$ cat src/design/mei_pkg.sv
// ----------------------------------------------------------------------------
// Manchester edge-interval receiver package
// Shared payload types, configuration register indexes and reset values.
// ----------------------------------------------------------------------------
package mei_pkg;

    // Default width of the received bit shift register.
    localparam int FRAME_WIDTH_DEF = 16;

    // Width of the frame field in a result.
    localparam int FRAME_OUT_W = 16;

    // Configuration register indexes.
    localparam logic [1:0] CFG_GAP_THRESHOLD   = 2'd0;
    localparam logic [1:0] CFG_LONG_THRESHOLD  = 2'd1;
    localparam logic [1:0] CFG_READY_HALF_BITS = 2'd2;

    // Configuration reset values.
    localparam logic [31:0] GAP_THRESHOLD_RST   = 32'd200000;
    localparam logic [31:0] LONG_THRESHOLD_RST  = 32'd105000;
    localparam logic [7:0]  READY_HALF_BITS_RST = 8'd17;

    // Item modes.
    localparam logic MODE_EDGE = 1'b0;
    localparam logic MODE_TAKE = 1'b1;

    typedef struct packed {
        logic        mode;
        logic [31:0] edge_time;
    } mei_in_t;

    typedef struct packed {
        logic [FRAME_OUT_W-1:0] frame;
        logic                   ready_res;
        logic                   taken;
    } mei_out_t;

    typedef struct packed {
        logic [31:0] gap_threshold;
        logic [31:0] long_threshold;
        logic [7:0]  ready_half_bits;
    } mei_cfg_t;

endpackage

$ cat src/design/mei_in_stage.sv
// ----------------------------------------------------------------------------
// Manchester receiver input register
// Holds one accepted item until the decoder can pass its result on.
// ----------------------------------------------------------------------------
module mei_in_stage
    import mei_pkg::*;
(
    input  logic    clk,
    input  logic    rst_n,
    input  logic    in_valid,
    output logic    in_ready,
    input  mei_in_t in_data,
    input  logic    out_space,
    output logic    item_valid,
    output mei_in_t item,
    output logic    advance
);

    logic    valid_reg;
    mei_in_t data_reg;
    logic    load;

    // The held item moves on whenever the result register has room.
    assign advance  = valid_reg && out_space;
    assign in_ready = !valid_reg || advance;
    assign load     = in_valid && in_ready;

    always_ff @(posedge clk or negedge rst_n)
    begin
        if (!rst_n)
        begin
            valid_reg <= 1'b0;
        end
        else if (load)
        begin
            valid_reg <= 1'b1;
        end
        else if (advance)
        begin
            valid_reg <= 1'b0;
        end
    end

    always_ff @(posedge clk)
    begin
        if (load)
        begin
            data_reg <= in_data;
        end
    end

    assign item_valid = valid_reg;
    assign item       = data_reg;

endmodule

$ cat src/design/mei_core.sv
// ----------------------------------------------------------------------------
// Manchester receiver decode core
// Classifies an edge interval and updates the frame state, or takes a ready frame, for one transfer.
// ----------------------------------------------------------------------------
module mei_core
    import mei_pkg::*;
#(
    parameter int FRAME_WIDTH = FRAME_WIDTH_DEF
)
(
    input  logic     clk,
    input  logic     rst_n,
    input  mei_cfg_t cfg,
    input  logic     advance,
    input  mei_in_t  item,
    output mei_out_t result
);

    logic [31:0]            prev_time_reg,  prev_time_next;
    logic [FRAME_WIDTH-1:0] shift_reg,      shift_next;
    logic [7:0]             count_reg,      count_next;
    logic                   held_reg,       held_next;
    logic                   ready_reg,      ready_next;

    logic [31:0] interval;
    logic        is_gap;
    logic        is_long;
    logic        took;

    assign interval = item.edge_time - prev_time_reg;
    assign is_gap   = interval > cfg.gap_threshold;
    assign is_long  = interval > cfg.long_threshold;

    always_comb
    begin
        prev_time_next = prev_time_reg;
        shift_next     = shift_reg;
        count_next     = count_reg;
        held_next      = held_reg;
        ready_next     = ready_reg;
        took           = 1'b0;

        if (item.mode == MODE_EDGE)
        begin
            if (is_gap)
            begin
                shift_next = '0;
                count_next = '0;
                held_next  = 1'b1;
                ready_next = 1'b0;
            end
            else if (is_long)
            begin
                held_next  = !held_reg;
                shift_next = {shift_reg[FRAME_WIDTH-2:0], !held_reg};
                count_next = count_reg + 8'd2;
            end
            else
            begin
                count_next = count_reg + 8'd1;
                // The count turns odd exactly when it was even before.
                if (!count_reg[0])
                begin
                    shift_next = {shift_reg[FRAME_WIDTH-2:0], held_reg};
                end
            end

            if (count_next >= cfg.ready_half_bits)
            begin
                ready_next = 1'b1;
            end
            prev_time_next = item.edge_time;
        end
        else if (ready_reg)
        begin
            ready_next = 1'b0;
            took       = 1'b1;
        end
    end

    always_ff @(posedge clk or negedge rst_n)
    begin
        if (!rst_n)
        begin
            prev_time_reg <= '0;
            shift_reg     <= '0;
            count_reg     <= '0;
            held_reg      <= 1'b1;
            ready_reg     <= 1'b0;
        end
        else if (advance)
        begin
            prev_time_reg <= prev_time_next;
            shift_reg     <= shift_next;
            count_reg     <= count_next;
            held_reg      <= held_next;
            ready_reg     <= ready_next;
        end
    end

    assign result.frame     = FRAME_OUT_W'(shift_next);
    assign result.ready_res = ready_next;
    assign result.taken     = took;

endmodule

$ cat src/design/mei_out_stage.sv
// ----------------------------------------------------------------------------
// Manchester receiver result register
// Holds one result until the downstream side takes it.
// ----------------------------------------------------------------------------
module mei_out_stage
    import mei_pkg::*;
(
    input  logic     clk,
    input  logic     rst_n,
    input  logic     advance,
    input  mei_out_t result,
    output logic     out_space,
    output logic     out_valid,
    input  logic     out_ready,
    output mei_out_t out_data
);

    logic     valid_reg;
    mei_out_t data_reg;

    assign out_space = !valid_reg || out_ready;

    always_ff @(posedge clk or negedge rst_n)
    begin
        if (!rst_n)
        begin
            valid_reg <= 1'b0;
        end
        else if (advance)
        begin
            valid_reg <= 1'b1;
        end
        else if (out_ready)
        begin
            valid_reg <= 1'b0;
        end
    end

    always_ff @(posedge clk)
    begin
        if (advance)
        begin
            data_reg <= result;
        end
    end

    assign out_valid = valid_reg;
    assign out_data  = data_reg;

endmodule

$ cat src/design/manchester_edge_interval_receiver.sv
// ----------------------------------------------------------------------------
// Manchester edge-interval receiver
// Decodes a Manchester line from edge timestamps and hands out frames.
// ----------------------------------------------------------------------------
// Usage:
// Each transfer on the input channel is either an edge, carrying the value of
// a free-running cycle counter, or a take request. Every input transfer gives
// exactly one result transfer carrying the frame, the ready flag and whether
// a ready frame was taken.
// The configuration port writes the gap threshold, the long-interval
// threshold and the ready half-bit count; the user must see that it is
// written only while idle, as the block does not enforce this. An item waits
// in the input register until its result can move into the result register.
// Throughput is one item per cycle while the result side takes results;
// each update is a 32-bit interval subtract and compare, then an 8-bit count.
// When the receiver stalls, the result register holds its result and the
// input register can still take one more item; the input side then stalls.
// Reset clears both registers, the frame state and the ready flag, sets the
// held bit to one and loads the configuration reset values.
// ----------------------------------------------------------------------------
module manchester_edge_interval_receiver
    import mei_pkg::*;
#(
    parameter int FRAME_WIDTH = FRAME_WIDTH_DEF
)
(
    input  logic        clk,
    input  logic        rst_n,
    input  logic        in_valid,
    output logic        in_ready,
    input  mei_in_t     in_data,
    output logic        out_valid,
    input  logic        out_ready,
    output mei_out_t    out_data,
    input  logic        cfg_we,
    input  logic [1:0]  cfg_index,
    input  logic [31:0] cfg_data
);

    // Configuration registers. A write to an index beyond the list is dropped.
    mei_cfg_t cfg_reg;

    always_ff @(posedge clk or negedge rst_n)
    begin
        if (!rst_n)
        begin
            cfg_reg.gap_threshold   <= GAP_THRESHOLD_RST;
            cfg_reg.long_threshold  <= LONG_THRESHOLD_RST;
            cfg_reg.ready_half_bits <= READY_HALF_BITS_RST;
        end
        else if (cfg_we)
        begin
            case (cfg_index)
                CFG_GAP_THRESHOLD:   cfg_reg.gap_threshold   <= cfg_data;
                CFG_LONG_THRESHOLD:  cfg_reg.long_threshold  <= cfg_data;
                CFG_READY_HALF_BITS: cfg_reg.ready_half_bits <= cfg_data[7:0];
                default:             ;
            endcase
        end
    end

    logic     out_space;
    logic     item_valid;
    mei_in_t  item;
    logic     advance;
    mei_out_t result;

    // The input register parts the two channels so that a waiting result
    // does not stop the next transfer from being taken in.
    mei_in_stage u_in_stage (
        .clk        (clk),
        .rst_n      (rst_n),
        .in_valid   (in_valid),
        .in_ready   (in_ready),
        .in_data    (in_data),
        .out_space  (out_space),
        .item_valid (item_valid),
        .item       (item),
        .advance    (advance)
    );

    // The frame state moves only when the held item is passed on.
    mei_core #(
        .FRAME_WIDTH (FRAME_WIDTH)
    ) u_core (
        .clk     (clk),
        .rst_n   (rst_n),
        .cfg     (cfg_reg),
        .advance (advance),
        .item    (item),
        .result  (result)
    );

    mei_out_stage u_out_stage (
        .clk       (clk),
        .rst_n     (rst_n),
        .advance   (advance),
        .result    (result),
        .out_space (out_space),
        .out_valid (out_valid),
        .out_ready (out_ready),
        .out_data  (out_data)
    );

    // A take clears the ready flag, so a result never shows both at once.
    assert property (@(posedge clk) disable iff (!rst_n)
        out_valid |-> !(out_data.taken && out_data.ready_res))
        else $error("taken and ready_res both set in one result");

    // A held item with an empty result register always moves on.
    assert property (@(posedge clk) disable iff (!rst_n)
        (item_valid && !out_valid) |=> out_valid)
        else $error("held item did not reach the result register");

    // While the result side stalls, the held item stays put.
    assert property (@(posedge clk) disable iff (!rst_n)
        (item_valid && out_valid && !out_ready) |=> (item_valid && $stable(item)))
        else $error("held item lost during a stall");

endmodule

$ cat config.mk
export PLATFORM = sky130hd
export DESIGN_NAME = manchester_edge_interval_receiver
export DESIGN_NICKNAME = d
export VERILOG_FILES = /design/src/design/mei_pkg.sv /design/src/design/mei_in_stage.sv /design/src/design/mei_core.sv /design/src/design/mei_out_stage.sv /design/src/design/manchester_edge_interval_receiver.sv
export SDC_FILE = /design/constraint.sdc
export NUM_CORES = 1
export LEC_CHECK = 0
export BUFFER_PORTS_ARGS = -buffer_cell sky130_fd_sc_hd__buf_4
export CAP_MARGIN = 0
export CORE_ASPECT_RATIO = 0.75
export CORE_UTILIZATION = 45
export DETAILED_ROUTE_END_ITERATION = 7
export GPL_TIMING_DRIVEN = 0
export PLACE_DENSITY = 0.61
export RECOVER_POWER = 50
export SLEW_MARGIN = 30
export SYNTH_ARGS = -nofsm -noshare
export SYNTH_HDL_FRONTEND = slang
export SYNTH_SLANG_ARGS = --single-unit
$ cat constraint.sdc
create_clock -name clk -period 16.8 [get_ports clk]
set_input_delay 0.84 -clock clk [delete_from_list [all_inputs] [get_ports clk]]
set_output_delay 0.84 -clock clk [all_outputs]
set_load 0.005 [all_outputs]
# [After elaboration in Yosys (flattened, before gate mapping)]
# Index checks and enable logic that the tools add are counted.
[word_totals] out_inout_bits=20 input_bits=72 wordCells=57 ff_bits=183
[op_classes] reduce_logical=16 n_lt_le_gt_ge=3 n_addsub=3 n_eq_ne=2 bitwise_logic=1 muxes=17
[op_table] cell="$gt 32x32->1" count=2
[op_table] cell="$mux 16" count=4
[op_table] cell="$sub 32x32->32" count=1
[op_table] cell="$mux 8" count=3
[op_table] cell="$mux 1" count=10
[op_table] cell="$add 8x1->8 const B" count=1
[op_table] cell="$add 8x2->8 const B" count=1
[op_table] cell="$ge 8x8->1" count=1
[op_table] cell="$reduce_and 2->1" count=4
[op_table] cell="$reduce_bool 2->1" count=3
[op_table] cell="$logic_not 1->1" count=3
[op_table] cell="$reduce_and 3->1" count=1
[op_table] cell="$eq 2x1->1 const B" count=1
[op_table] cell="$eq 2x2->1 const B" count=1
[op_table] cell="$logic_and 1x1->1" count=2
[op_table] cell="$logic_not 2->1" count=1
[op_table] cell="$logic_or 1x1->1" count=2
[op_table] cell="$not 1->1" count=1

# [Longest topological paths before layout]
# Gate-level depths: netlist of the first run.
[logic_depth] word_depth=8 depth_mapped=27 ltp_nobuf=27

# [Cells and area by module]
# Synthesis of the first run repeated with hierarchy kept, for this count alone.
[unflattened] cells_unflattened=970 hier_area_um2=10552.6
[modules_own_cells] module="mei_core" cells_per_inst=758 instances=1 seq_area_each_um2=1452.6 area_each_um2=6180.9
[modules_own_cells] module="manchester_edge_interval_receiver" cells_per_inst=153 instances=1 seq_area_each_um2=1820.5 area_each_um2=2732.6
[modules_own_cells] module="mei_in_stage" cells_per_inst=38 instances=1 seq_area_each_um2=1016.0 area_each_um2=1051.0
[modules_own_cells] module="mei_out_stage" cells_per_inst=21 instances=1 seq_area_each_um2=565.5 area_each_um2=588.1

# [Worst setup path after synthesis of the first run]
# OpenSTA, ideal clock, no wires.
[synth_timing] path_kind="register to register" startpoint="reg u_in_stage.data_reg (netlist bit u_in_stage.item[0])" endpoint="reg u_out_stage.data_reg (netlist bit u_out_stage.out_data[1]) (data pin)" t_arrival_ns=5.131 setup_slack_ns=11.412 setup_ns=0.257 n_path_buf=1 synth_period_minus_slack_ns=5.388 required_time_ns=16.543 stages_incl_launch_ff=28 path_cell_list="edfxtp_1 > inv_1 > ha_1 > inv_1 > fa_1 > a211oi_1 > o21ai_0 > nor4b_1 > o21a_1 > o2111ai_1 > a31oi_1 > xor2_1 > ha_1 > nand3_1 > nor3_1 > and4_1 > o22ai_1 > nor2_1 > clkbuf_1 > o21ai_0 > ha_1 > nand2b_1 > a21o_1 > a21o_1 > a211oi_1 > o21ai_0 > a22oi_1 > nor2_1"
[synth_lines] element="start: declaration" line="mei_in_stage.sv:20" rtl="mei_in_t data_reg;"
[synth_lines] element="start signal: assignment" line="mei_in_stage.sv:48" rtl="data_reg <= in_data;"
[synth_lines] element="end signal: assignment" line="mei_out_stage.sv:43" rtl="data_reg <= result;"
[synth_lines] element="end: declaration" line="mei_out_stage.sv:19" rtl="mei_out_t data_reg;"

==> impl_metrics.ini, run 1 <==
[timing]
slew_violations = 135
fin_crit_ns = 6.76
finalCritPeriodShare = 0.402
fin_ws_ns = 10.04
holdWs_ns = 0.496
setup_viol = 0
final_hold_viol_count = 0
tns_ns = 0
fin_worst_skew_ns = 0.00794
tightest_slew_ns = 4.62
rsz0062_at_grt = false
relSlewSlack = -2.08
clock.fmax_mhz = 148

[clocking]
root_buffer = clkbuf_16
cts_tree = done
clk_pin_slew_ns = 0.07
cts_buffer_depth = 2
cts_resized = 0
worstSkewPairLatency_ns = 0.44
cts.sinks = 183
cts_setup_buffers = 0
holdBufCountCts = 0
h-tree-depth = 4
numCtsBuffers = 17

[floorplan]
die_h_um = 135
ios = 92
fp.dieW_um = 180
core-area_um2 = 23100
fp.dieArea_um2 = 24300
start_util = 0.460
rows = 48

[hold_path]
hp-start = u_in_stage.item[20]
min_to = u_core.prev_time_reg[20]
min_path_type = reg -> reg
worstHoldPathCells = 2

[run]
timing.max_cap.violations = 2

[power]
power_density_nw_per_um2 = 142
intPower_w = 0.00108
power_frac_comb = 0.432
power_frac_seq = 0.331
p_leak_nw = 5.52
switching_share = 0.379
clockPowerShare = 0.237
peakVddDrop_v = 0.0000937
p_sw_w = 0.000661

[placement]
port_buffers = 91
dp_hpwl_um = 18300
routabilityCongestion = 0.865
pre_cts_slack_ns = 10.12

[routing]
first_pass_iters = 7
drt_iter0_markers = 475
drtAntennaViolNets = 0
drt-total-wl_um = 23800
wl_per_cell_um = 16.4
vias = 7802
via_per_inst = 5.35
drcViolationCount = 0

[yosys]
muxShareOfSynthArea = 0.0434
syn_avg_cell_area_um2 = 10.3
synth_cell_type_count = 78
synth_top_family_by_area = compound AO/OA/AOI/OAI gates
syn-num-nets = 1211
syn_inst = 1033
synth_simple_gate_area_share = 0.107
synth-compound-area-share = 0.187
async_flop_share = 0.721
ys_warn_count = 0
synth_top_area_share = 0.273
ys_dominant_reg_cell = dfrtp_1
ys_top_cells_by_area = dfrtp_1 27%, edfxtp_1 14%, ha_1 12%, mux2_2 4.3%, inv_1 4.3%
synth-xor-area-share = 0.0239
synthesis.area_um2 = 10600
yosysSeqAreaShare = 0.456
synth_largest_area_cell = dfrtp_1
synth_seq_cells = 183
synthAdderAreaFrac = 0.125
synth_edf_count = 51

[grt]
grtUsageTotal = 0.207
grt_pass1_wl_um = 39100
antenna_found_initial = 0
overflow = 0
grt_pass1_vias = 7491
grt_max_degree = 86

[finish]
most-common-layout-cells = 122 x inv_1, 116 x dfrtp_1, 105 x ha_1
antenna-diode-count = 0
drive_gt1_frac = 0.174
layout.nets = 1323
largest_reg_flops = 72
fillCellCount = 2111
synthToLayoutAreaGrowth_pct = 15.6
layout_commonest_cell = inv_1

[critical_path]
r2r_start = u_in_stage.item[0]
start_kind = register
reg2reg_to = u_out_stage.out_data[1]
reg2reg_depth = 27
endpoint_kind = register
path_class = reg -> reg
critPathMaxFanout = 10
critPathRequiredTime_ns = 16.98
cp.arrival_ns = 6.94
ff2ff_setup_slack_ns = 10.04

[outcome]
violations = capacitance limit, slew limit
run_status = finished, violations left
-- critical path, stage by stage, from the launching register on --
cell       delay [ns]
edfxtp_1         0.37
inv_1            0.11
ha_1             0.22
inv_1            0.07
fa_1             0.43
a211oi_1         0.33
o21ai_0          0.20
nor4b_1          0.21
o21a_1           0.27
o211ai_1         0.34
a211o_1          0.18
o2111ai_1        0.21
ha_1             0.37
nand2_1          0.07
nor3_1           0.31
and4_1           0.28
o22ai_1          0.10
nor2_1           0.36
clkbuf_1         0.46
o21ai_0          0.22
ha_1             0.31
nand2b_1         0.14
a21o_1           0.17
a21o_1           0.19
a211oi_1         0.21
o21ai_0          0.16
a22oi_1          0.17
nor2_1           0.06
-- kinds of logic (layout without fill, tap and decap cells) --
kind of cell | Yosys count | in the layout
buffers and inverters | 151 | 276
flip-flops | 183 | 183
multiplexers | 41 | 41
adder cells (fa/ha/maj) | 106 | 106
AND/OR/NAND/NOR | 230 | 230
XOR/XNOR | 29 | 29
AO/OA/AOI/OAI | 293 | 293
-- power groups by stage --
stage	clock network (W)	registers (W)	logic (W)
after floorplan	0	0.000575	0.000556
after global placement	0	0.000583	0.000732
after detailed placement	0	0.000585	0.000752
after CTS	0.000421	0.000577	0.000757
after global routing	0.000440	0.000586	0.000850
final	0.000414	0.000577	0.000752
-- layer usage --
metal | global-route usage | wire length, um | vias to the layer above
met4 | 0.0388 | 170 | 0
met2 | 0.311 | 10200 | 123
met5 | 0 | 0 | -
li1 | - | - | 3939
met3 | 0.0454 | 905 | 9
met1 | 0.306 | 12600 | 3731
-- worst max path at each step --
stage | from | to | slack [ns] | cells after the start
floorplan | u_in_stage.item[0] | u_out_stage.out_data[1] | 11.41 | 27
global placement | u_in_stage.item[0] | u_out_stage.out_data[1] | 10.15 | 27
detailed placement | u_in_stage.item[0] | u_out_stage.out_data[1] | 10.12 | 27
CTS | u_in_stage.item[0] | u_out_stage.out_data[1] | 10.09 | 27
global route | rst_n | u_core.prev_time_reg[19] | 8.64 | 2
finish | u_in_stage.item[0] | u_out_stage.out_data[1] | 10.04 | 27
-- cell usage after synthesis, types with 5 or more instances --
cell type	n
inv_1	122
dfrtp_1	116
ha_1	105
nand2_1	100
o21ai_0	91
a21oi_1	59
edfxtp_1	51
mux2_2	41
nor2_1	40
a22o_1	31
a21o_1	23
xnor2_1	22
clkbuf_1	19
dfstp_2	16
nand3_1	16
nand4_1	12
o21a_1	12
nor3_1	11
o211ai_1	8
nand2b_1	7
xor2_1	7
and2_1	6
a31oi_1	5
-- stage by stage --
| stage | utilization | total power [W] | instances | cell area [um2] |
|---|---|---|---|---|
| finish | 0.532 | 0.00174 | 1458 | 12300 |
| global route | 0.532 | 0.00188 | 1458 | 12300 |
| CTS | 0.535 | 0.00176 | 1458 | 12400 |
| detailed placement | 0.509 | 0.00134 | 1426 | 11800 |
| global placement | 0.506 | 0.00131 | 1424 | 11700 |
| floorplan | - | 0.00113 | 1033 | 10600 |
-- area by class of cell --
cell class	instances	area (um2)	area share
Tap cell	300	375	0.0305
Multi-Input combinational cell	699	5190	0.422
Inverter	122	458	0.0372
Clock buffer	18	429	0.0349
Timing Repair Buffer	93	679	0.0552
Sequential cell	183	4850	0.394
Clock inverter	14	176	0.0143
Buffer	29	146	0.0119
(Power assumes the default switching activity.)
==> inputs of run 2 (changes only) <==
==> constraint.sdc (replaced) <==
create_clock -name clk -period 6.25 [get_ports clk]
set_input_delay 0.3125 -clock clk [delete_from_list [all_inputs] [get_ports clk]]
set_output_delay 0.3125 -clock clk [all_outputs]
set_load 0.005 [all_outputs]
==> impl_metrics.ini, run 2 (synthesis gave the netlist of run 1 again) <==
[outcome]
run_status = finished, violations left
violations = DRC, capacitance limit, slew limit

[clocking]
h-tree-depth = 4
cts_tree = done
clk_pin_slew_ns = 0.07
root_buffer = clkbuf_16
cts_buffer_depth = 2
numCtsBuffers = 17
worstSkewPairLatency_ns = 0.44
cts.sinks = 183

[hold_path]
min_path_type = in -> reg

[critical_path]
cpMaxStageDelayCell = a311oi_1
slowest_delay_ns = 0.47
crit_family = compound AO/OA/AOI/OAI gates
start_kind = register
critPathMaxFanout = 10
cp.arrival_ns = 6.14
path_cells = ha_1 -> a21o_1 -> or3_1 -> o21a_1 -> a21oi_1 -> o211ai_1 -> a311oi_1 -> xnor2_1 -> ha_1 -> nand4_1 -> and4bb_4 -> nand2_1 -> a22o_4 -> nor2_4 -> buf_6 -> a21oi_1 -> nor2_1 -> ha_1 -> a21o_1 -> a21o_1 -> a211oi_1 -> o21ai_1 -> a22oi_1 -> nor2_1
endpoint_kind = register
worst-path-buf-inv = 1
critPathRequiredTime_ns = 6.45
path_class = reg -> reg

[finish]
fin_util = 0.539
most-common-layout-cells = 122 x inv_1, 116 x dfrtp_1, 104 x ha_1
synthToLayoutAreaGrowth_pct = 17.0
fillCellCount = 2091
layout_commonest_cell = inv_1
regArea_um2 = 4850
layout.nets = 1329
largest_reg_flops = 72
drive_gt1_frac = 0.194
multiInputGateArea_um2 = 5260
antenna-diode-count = 0

[routing]
vias = 7845
via_per_inst = 5.36
drcViolationCount = 5
wl_per_cell_um = 16.3
first_pass_iters = 8
drt_iter0_markers = 498
drtAntennaViolNets = 0
drt-total-wl_um = 23900

[placement]
routabilityCongestion = 0.865
port_buffers = 91
dp_hpwl_um = 18300

[timing]
tightest_slew_ns = 2.67
final_hold_viol_count = 0
fin_worst_skew_ns = 0.00844
finalCritPeriodShare = 0.951
slew_violations = 135
relSlewSlack = -0.782
setup_viol = 0
holdWs_ns = 0.0639
fin_crit_ns = 5.94
clock.fmax_mhz = 168

[power]
peakVddDrop_v = 0.000259
p_leak_nw = 5.56
power_density_nw_per_um2 = 382

[grt]
grt_max_degree = 86
antenna_found_initial = 0
grt_pass1_vias = 7507
overflow = 0
grtUsageTotal = 0.207
grt_pass1_wl_um = 39200

[floorplan]
ios = 92
fp.dieArea_um2 = 24300
start_util = 0.460
fp.dieW_um = 180
die_h_um = 135
core-area_um2 = 23100
rows = 48

[run]
timing.max_cap.violations = 2
[run 2: cell types whose count changed in the layout (fill, tap and decap cells not counted), moves of 3 or more]
cell	delta
o21ai_0	-3
o21ai_1	+3
clkbuf_1	-4
clkbuf_4	+13
buf_4	-5
[run 2: cell type report]
| class | instances | area share |
|---|---|---|
| sequential | 183 | 0.390 |
| tap | 300 | 0.0301 |
| clock buffer | 18 | 0.0345 |
| timing repair buffer | 99 | 0.0598 |
| buffer | 29 | 0.0126 |
| clock inverter | 14 | 0.0142 |
| multi-input combinational | 699 | 0.422 |
| inverter | 122 | 0.0368 |
[run 2: worst paths after layout]
| kind | start | slack (ns) | depth (start not counted) | end |
|---|---|---|---|---|
| setup / recovery | u_in_stage.item[6] | 0.31 | 24 | u_out_stage.out_data[1] |
| hold reg to reg | u_in_stage.item[20] | 0.50 | 2 | u_core.prev_time_reg[20] |
| hold / removal | in_data[28] | 0.06 | 1 | u_in_stage.item[28] |
| max in group asynchronous | rst_n | 1.76 | 3 | u_core.prev_time_reg[24] |
| setup reg to reg | u_in_stage.item[6] | 0.31 | 24 | u_out_stage.out_data[1] |
| min in group asynchronous | rst_n | 1.25 | 2 | cfg_reg[6] |
[run 2: worst reg2reg max path, delay by kind of cell, from the launching register on]
kind            cells  cell delay [ns]
compound gates     12             2.73
simple gates        7             1.31
fa+ha+maj           3             0.93
flops               1             0.41
buf+inv             1             0.17
xor+xnor            1             0.16
[run 2: metal layers]
| metal | routed length, um | vias to the layer above | track usage |
|---|---|---|---|
| met4 | 172 | 0 | 0.0388 |
| li1 | - | 3948 | - |
| met5 | 0 | - | 0 |
| met2 | 10200 | 144 | 0.313 |
| met1 | 12600 | 3743 | 0.306 |
| met3 | 900 | 10 | 0.0454 |
[run 2: report_power, final]
part           leakage, nW  switching, W  internal [W]  total [W]
clock                0.281      0.000481      0.000632    0.00111
sequential            2.11      0.000100       0.00145    0.00155
combinational         3.18       0.00122      0.000877    0.00210
[run 2: what timing repair did]
action | CTS | global route
buffers inserted | 3 | 2
cloned | 0 | 0
hold endpoints to repair | 39 | 0
pin swaps | 3 | 4
gates resized for setup | 10 | 13
hold buffers | 1 | 0
setup endpoints to repair | 2 | 2
[run 2: stage by stage]
stage / setup TNS, ns / area (um2) / setup WS (ns) / power [W] / cells
4_1_cts: 0 / 12400 / 0.00472 / 0.00476 / 1462
2_1_floorplan: 0 / 10600 / 0.862 / 0.00304 / 1033
3_3_place_gp: -0.777 / 11700 / -0.403 / 0.00353 / 1424
5_1_grt: -0.00317 / 12500 / -0.00317 / 0.00512 / 1464
3_5_place_dp: -0.824 / 11800 / -0.427 / 0.00359 / 1426
6_report: 0 / 12500 / 0.308 / 0.00476 / 1464
==> inputs of run 3 (changes only) <==
--- a/config.mk
+++ b/config.mk
@@ -12,7 +12,7 @@
 export DETAILED_ROUTE_END_ITERATION = 7
 export GPL_TIMING_DRIVEN = 0
 export PLACE_DENSITY = 0.61
-export RECOVER_POWER = 50
+export RECOVER_POWER = 100
 export SLEW_MARGIN = 30
 export SYNTH_ARGS = -nofsm -noshare
 export SYNTH_HDL_FRONTEND = slang
==> impl_metrics.ini, run 3 (synthesis gave the netlist of run 1 again) <==
[outcome]
run_status = finished, violations left
violations = DRC, capacitance limit, slew limit

[routing]
first_pass_iters = 7
drcViolationCount = 6
vias = 7843
via_per_inst = 5.36
wl_per_cell_um = 16.3
drt_iter0_markers = 506
drt-total-wl_um = 23900
drtAntennaViolNets = 0

[critical_path]
critPathRequiredTime_ns = 6.45
critPathMaxFanout = 10
cpMaxStageDelayCell = a311oi_1
crit_family = compound AO/OA/AOI/OAI gates
reg2reg_depth = 24
cp.arrival_ns = 6.12
start_kind = register
path_class = reg -> reg
cp_num_cells = 24
endpoint_kind = register
path_cells = ha_1 -> a21o_1 -> or3_1 -> o21a_1 -> a21oi_1 -> o211ai_1 -> a311oi_1 -> xnor2_1 -> ha_1 -> nand4_1 -> and4bb_4 -> and2b_1 -> o31a_2 -> nor2_4 -> buf_6 -> a21oi_1 -> nor2_1 -> ha_1 -> a21o_1 -> a21o_1 -> a211oi_1 -> o21ai_1 -> a22oi_1 -> nor2_1
worst-path-buf-inv = 1
slowest_delay_ns = 0.46

[placement]
numPlacedInstances = 1426
port_buffers = 91
placed_cell_area_um2 = 11800
routabilityCongestion = 0.865
dp_hpwl_um = 18300

[floorplan]
core-area_um2 = 23100
fp.dieArea_um2 = 24300
die_h_um = 135
ios = 92
fp.dieW_um = 180
start_util = 0.460
rows = 48

[power]
power_frac_seq = 0.327
clockPowerShare = 0.235
power_density_nw_per_um2 = 382
p_sw_w = 0.00179
p_leak_nw = 5.54
peakVddDrop_v = 0.000258
intPower_w = 0.00295
power_frac_comb = 0.437
switching_share = 0.377

[finish]
regArea_um2 = 4850
multiInputGateArea_um2 = 5220
layout.nets = 1329
synthToLayoutAreaGrowth_pct = 16.3
most-common-layout-cells = 122 x inv_1, 116 x dfrtp_1, 104 x ha_1
layout_commonest_cell = inv_1
largest_reg_flops = 72
drive_gt1_frac = 0.187
fillCellCount = 2104
final_area_um2 = 12400
fin_cells = 1464
antenna-diode-count = 0

[clocking]
cts.sinks = 183
cts_tree = done
clk_pin_slew_ns = 0.07
numCtsBuffers = 17
cts_buffer_depth = 2
worstSkewPairLatency_ns = 0.44
h-tree-depth = 4
root_buffer = clkbuf_16

[grt]
grt_max_degree = 86
grt_pass1_wl_um = 39200
grtUsageTotal = 0.207
grt_pass1_vias = 7507
antenna_found_initial = 0
overflow = 0

[hold_path]
min_path_type = in -> reg
worstHoldPathCells = 1

[timing]
slew_violations = 135
tightest_slew_ns = 2.66
setup_viol = 0
relSlewSlack = -0.772
tns_ns = 0
finalCritPeriodShare = 0.947
clock.fmax_mhz = 169
fin_crit_ns = 5.92
holdWs_ns = 0.0631
fin_worst_skew_ns = 0.00884
final_hold_viol_count = 0

[run]
timing.max_cap.violations = 2
[run 3: cell count changes in the layout (fill, tap and decap cells not counted), moves of 2 or more]
cell / before / now
a31o_1: 0 / 2
buf_4: 50 / 43
buf_6: 4 / 2
clkbuf_1: 22 / 26
clkbuf_4: 47 / 54
[run 3: repair_timing]
action,CTS,global route
resized for setup,10,13
pin swaps,3,4
buffers inserted,3,2
cloned,0,0
endpoints found under the setup margin,2,2
hold buffers,1,0
endpoints found under the hold margin,39,0
[run 3: metal layers]
metal / up-vias / track usage / wire (um)
li1: 3949 / - / -
met5: - / 0 / 0
met3: 10 / 0.0454 / 870
met2: 135 / 0.313 / 10200
met4: 0 / 0.0388 / 174
met1: 3749 / 0.306 / 12700
[run 3: power by group through the flow]
stage               clock (W)  sequential (W)  combinational [W]
global placement            0         0.00157            0.00197
floorplan                   0         0.00155            0.00149
CTS                   0.00113         0.00155            0.00208
global route          0.00118         0.00158            0.00234
finish                0.00111         0.00155            0.00207
detailed placement          0         0.00157            0.00202
[run 3: path summary, 6_finish.rpt]
path                                           from                       end  slack (ns)
worst max-delay path             u_in_stage.item[6]   u_out_stage.out_data[1]        0.33
worst min-delay path                    in_data[28]       u_in_stage.item[28]        0.06
worst max register to register   u_in_stage.item[6]   u_out_stage.out_data[1]        0.33
worst min register to register  u_in_stage.item[20]  u_core.prev_time_reg[20]        0.50
max in group asynchronous                     rst_n  u_core.prev_time_reg[19]        1.76
min in group asynchronous                     rst_n                cfg_reg[6]        1.24
[run 3: area by class of cell]
type                    count  area share
repair buffers             99      0.0588
clock inverters            14      0.0142
inverters                 122      0.0370
multi-input cells         699       0.422
clock buffers              18      0.0347
well taps                 300      0.0303
plain buffers              29      0.0114
flip-flops and latches    183       0.392
[run 3: metrics by stage]
step           power [W]   util  setup WS (ns)
3_3_place_gp     0.00353  0.506         -0.403
4_1_cts          0.00476  0.538        0.00472
5_1_grt          0.00510  0.536       -0.00308
2_1_floorplan    0.00304      -          0.862
3_5_place_dp     0.00359  0.509         -0.427
6_report         0.00474  0.536          0.331
